===== src/rtl/simple_moving_average_defines.svh =====
// Assertion macros shared by the moving average RTL.
// Define ASSERT_OFF to compile all checks out; no other dependencies.
`ifndef SIMPLE_MOVING_AVERAGE_DEFINES_SVH
`define SIMPLE_MOVING_AVERAGE_DEFINES_SVH

`ifndef ASSERT_OFF
`define SMA_ASSERT_ALWAYS(label, clk, rst, expr) \
   label: assert property (@(posedge clk) disable iff (rst) (expr)) \
      else $error("moving average check failed");
`define SMA_ASSERT_NEXT(label, clk, rst, cond, expr) \
   label: assert property (@(posedge clk) disable iff (rst) (cond) |=> (expr)) \
      else $error("moving average check failed");
`else
`define SMA_ASSERT_ALWAYS(label, clk, rst, expr)
`define SMA_ASSERT_NEXT(label, clk, rst, cond, expr)
`endif

`endif


===== src/rtl/smavg_pkg.sv =====
// Shared constants, types and helpers for the moving average block.
// No dependencies; used by every module under rtl.
package smavg_pkg;

   localparam int SAMPLE_W     = 32;
   localparam int SUM_W        = 40;
   localparam int LEN_W        = 9;
   localparam int MAX_WINDOW   = 256;
   localparam int PTR_W        = 8;
   localparam int RESET_LENGTH = 30;
   localparam int QUEUE_DEPTH  = 2;
   localparam int QCNT_W       = 2;
   localparam int DIV_CNT_W    = $clog2(SUM_W + 1);

   typedef struct packed {
      logic [SAMPLE_W-1:0] sample;
      logic                sample_valid;
   } item_type;

   typedef struct packed {
      logic     valid;
      item_type item;
   } queue_head_type;

   typedef struct packed {
      logic                    start;
      logic signed [SUM_W-1:0] dividend;
      logic [LEN_W-1:0]        divisor;
   } div_req_type;

   typedef struct packed {
      logic                       done;
      logic signed [SAMPLE_W-1:0] quotient;
   } div_rsp_type;

   function automatic logic [LEN_W-1:0] clamp_length(input logic [LEN_W-1:0] value);
      logic [LEN_W-1:0] result;
      if (value == '0) begin
         result = LEN_W'(1);
      end else if (value > LEN_W'(MAX_WINDOW)) begin
         result = LEN_W'(MAX_WINDOW);
      end else begin
         result = value;
      end
      return result;
   endfunction

endpackage


===== src/rtl/smavg_front.sv =====
// Front end: accepts items, tags them valid or NaN, and queues them.
// Depends on smavg_pkg and simple_moving_average_defines.svh.
`include "simple_moving_average_defines.svh"

module smavg_front (
   input  logic                           clock,
   input  logic                           reset,
   input  logic                           req_tvalid,
   output logic                           req_tready,
   input  logic [smavg_pkg::SAMPLE_W-1:0] req_tdata,
   input  logic                           req_tuser,
   output smavg_pkg::queue_head_type      head,
   input  logic                           pop
);

   smavg_pkg::item_type entries_ff [smavg_pkg::QUEUE_DEPTH];
   logic [smavg_pkg::QCNT_W-1:0] count_ff, count_in;
   logic                         wr_ptr_ff, wr_ptr_in;
   logic                         rd_ptr_ff, rd_ptr_in;
   logic                         push;
   logic                         do_pop;

   assign req_tready = (count_ff < smavg_pkg::QCNT_W'(smavg_pkg::QUEUE_DEPTH));
   assign push       = req_tvalid && req_tready;
   assign do_pop     = pop && (count_ff != '0);

   assign head.valid = (count_ff != '0);
   assign head.item  = entries_ff[rd_ptr_ff];

   always_comb begin
      count_in  = count_ff;
      wr_ptr_in = wr_ptr_ff;
      rd_ptr_in = rd_ptr_ff;
      if (push) begin
         wr_ptr_in = ~wr_ptr_ff;
      end
      if (do_pop) begin
         rd_ptr_in = ~rd_ptr_ff;
      end
      if (push && !do_pop) begin
         count_in = count_ff + 1'b1;
      end else if (!push && do_pop) begin
         count_in = count_ff - 1'b1;
      end
   end

   always_ff @(posedge clock) begin
      if (reset) begin
         count_ff  <= '0;
         wr_ptr_ff <= 1'b0;
         rd_ptr_ff <= 1'b0;
      end else begin
         count_ff  <= count_in;
         wr_ptr_ff <= wr_ptr_in;
         rd_ptr_ff <= rd_ptr_in;
      end
   end

   always_ff @(posedge clock) begin
      if (push) begin
         entries_ff[wr_ptr_ff].sample       <= req_tdata;
         entries_ff[wr_ptr_ff].sample_valid <= req_tuser;
      end
   end

   `SMA_ASSERT_NEXT(a_count_up, clock, reset, push && !do_pop, count_ff == $past(count_ff) + 1'b1)
   `SMA_ASSERT_ALWAYS(a_count_max, clock, reset, count_ff <= smavg_pkg::QCNT_W'(smavg_pkg::QUEUE_DEPTH))

endmodule


===== config.mk =====
export PLATFORM = sky130hd
export DESIGN_NAME = smavg_front
export DESIGN_NICKNAME = d
export VERILOG_FILES = /design/src/rtl/smavg_pkg.sv /design/src/rtl/smavg_front.sv
export VERILOG_INCLUDE_DIRS = /design/src /design/src/rtl
export SDC_FILE = /design/constraint.sdc
export NUM_CORES = 1
export LEC_CHECK = 0
export BUFFER_PORTS_ARGS = -buffer_cell sky130_fd_sc_hd__clkbuf_2
export CAP_MARGIN = 20
export CORE_ASPECT_RATIO = 1.25
export CORE_MARGIN = 8
export CORE_UTILIZATION = 35
export DETAILED_ROUTE_END_ITERATION = 7
export GPL_TIMING_DRIVEN = 1
export PLACE_DENSITY = 0.68
export SLEW_MARGIN = 30
export SYNTH_ARGS = -nofsm -noshare
export SYNTH_HDL_FRONTEND = slang
export SYNTH_SLANG_ARGS = --single-unit

===== constraint.sdc =====
create_clock -name clock -period 2.5 [get_ports clock]
set_clock_uncertainty 0.1 [all_clocks]
set_input_delay 0.125 -clock clock [delete_from_list [all_inputs] [get_ports clock]]
set_output_delay 0.125 -clock clock [all_outputs]
set_load 0.02 [all_outputs]

==> results_dict.tcl <==
set metrics [dict create \
    clockRootBuffer "clkbuf_8" \
    num_rows 35 \
    yosys_register_bits 71 \
    cpMaxStageDelayCell "nor2b_4" \
    crit_required_ns 2.43 \
    synth_area_leaders "edfxtp_1 76%, mux2_2 14%, dfxtp_1 3.9%" \
    antenna_cells 0 \
    synth_xor_area_frac 0.0135 \
    path_clk_slew_ns 0.07 \
    use_met1 0.103 \
    yosys.area_share.adder 0.00482 \
    synth_top_family_by_area "multiplexers" \
    ys_seq_area_frac 0.802 \
    cts_buffers 9 \
    timing.final.ws_setup_ns 0.757 \
    final_layout_size_suffix_gt1_frac 0.502 \
    hold_viol 0 \
    critPathLaunchType "flop" \
    place_area_um2 3100 \
    die_h_um 112 \
    worstHoldStart "pop" \
    synth_edf_count 66 \
    vias_per_cell 4.49 \
    grt_usage 0.105 \
    first_iter_violations 84 \
    worst_pin_slew_ns 0.473 \
    totalWireLength_um 5150 \
    grt_max_degree 18 \
    avgSynthCellArea_um2 20.6 \
    powerDensity_nw_per_um2 954 \
    dp.cells 291 \
    status "complete, no violations" \
    remaining_drc_errors 0 \
    start_util 0.357 \
    vias 1530 \
    crit_start "count_ff[1]" \
    htreeDepth 3 \
    ant_nets 0 \
    final_util 0.495 \
    netlist.area_leader.share 0.764 \
    synth_top_cell_by_area "edfxtp_1" \
    cpPeakStageDelay_ns 0.47 \
    dp_slack_ns 0.753 \
    period_needed_ns 1.74 \
    hp-class "in2reg" \
    clockBufferDepth 2 \
    final_cell_area_um2 3600 \
    finalSetupTns_ns 0 \
    cap_violations 0 \
    portBuffers 71 \
    grt_pass1_vias 1724 \
    cellLeakagePower_uw 0.00139 \
    hpwl_um 3520 \
    ys_async_sr_fraction 0 \
    period_share 0.697 \
    multi_input_area_um2 489 \
    ios 72 \
    met3_usage 0.0487 \
    r2r-start "count_ff[1]" \
    syn-instance-count 126 \
    synth_nets 164 \
    n_fill_cell 652 \
    synth.most_common_cell "edfxtp_1" \
    dr.pass1.iters 4 \
    routedWlPerCell_um 15.1 \
    grt_pass1_wl_um 8310 \
    slew_headroom 0.684 \
    synth_compound_area_frac 0.00579 \
    gp_congestion 0.714 \
    die_w_um 93.0 \
    tritoncts "yes" \
    antenna_found_initial 0 \
    layout.cells.non_filler 341 \
    cts_setup_buffers 0 \
    max-vdd-ir-drop_mv 0.495 \
    synth_ff_type "edfxtp_1" \
    synth_cell_type_count 17 \
    areaGrowthSynthToFinish_pct 38.7 \
    crit_chain "and2b_1 -> nor2b_4 -> buf_12" \
    synth.area.mux_share 0.143 \
    grt_setup_unrepaired "false" \
    cp-end-kind "flop" \
    cts_num_sinks 71 \
    clock.fmax_ghz 0.574 \
    grt.busiest_layer "met2" \
    gr-usage-met2 0.177 \
    cts_resized 0 \
    ys_top_cells_by_count "66 x edfxtp_1, 33 x mux2_2, 5 x dfxtp_1, 4 x nor2_1" \
    dieArea_um2 10400 \
    worstSkewPairLatency_ns 0.32 \
    worstPathArrival_ns 1.68 \
    seq_area_um2 2080 \
    syn-cell-area_um2 2590 \
    critPathMaxFanout 15 \
    grt_overflow 0 \
    synth_simple_gate_area_frac 0.0183 \
    critPathKind "reg2reg" \
    setup_viol 0 \
    yosys_warnings 0 \
    finalNetCount 282 \
    maxSlewViolCount 0 \
    core-area_um2 7270 \
]
cell type report:
| type | instances | share of cell area |
|---|---|---|
| Tap cell | 92 | 0.0320 |
| Sequential cell | 71 | 0.579 |
| Inverter | 1 | 0.00104 |
| Clock inverter | 6 | 0.00765 |
| Timing Repair Buffer | 111 | 0.209 |
| Multi-Input combinational cell | 50 | 0.136 |
| Clock buffer | 10 | 0.0355 |
worst max-delay path: cells and delay by family (launching register included):
family | cells | cell delay (ns)
and+or+nand+nor | 2 | 0.77
DFF | 1 | 0.35
buffers and inverters | 1 | 0.22
power by group:
part	switching [uW]	internal, uW
Clock	376	346
Combinational	649	472
Sequential	59.7	1530
layout by cell type, fill, tap and decap left out, drive strengths merged:
master	netlist	final
clkbuf	0	81
edfxtp	66	66
dlygate4sd3	0	34
mux2	33	33
buf	4	6
clkinv	0	6
dfxtp	5	5
nor2	4	4
xor2	3	3
o21ai	2	2
and2b	1	1
inv	1	1
or2	1	1
and2	1	1
nor2b	1	1
or3	1	1
a21oi	1	1
xnor2	1	1
ha	1	1
sequential cells by signal, summed over array words and instances, names as in the netlist, named ones only:
name        flops
wr_ptr_ff       1
entries_ff     66
rd_ptr_ff       1
count_ff        2
path summary, 6_finish.rpt:
check                           end  slack [ns]  cells past startpoint
setup reg to reg  entries_ff[0][11]        0.76                      3
setup / recovery  entries_ff[0][11]        0.76                      3
hold reg to reg           rd_ptr_ff        0.41                      2
hold / removal            rd_ptr_ff        0.11                      4
cells by family after synthesis:
family / Yosys count
fa+ha+maj: 1
simple gates: 9
buf+inv: 5
xor+xnor: 4
mux: 33
compound gates: 3
flops: 71
metal layers:
metal	wire length, um	up-vias
met4	127	0
li1	-	717
met1	1900	753
met5	0	-
met2	2810	49
met3	313	11
repair_timing:
item,CTS,global route
hold buffers,34,0
hold endpoints to repair,71,0
setup endpoints to repair,0,0
through the flow:
stage | total power, uW | hold WS, ns
after global routing | 3620 | 0.135
after detailed placement | 2720 | 0.217
after global placement | 2700 | 0.215
after floorplan | 2340 | 0.0941
after CTS | 3500 | 0.0933
final | 3430 | 0.114
Power figures use the tool's default switching activity.
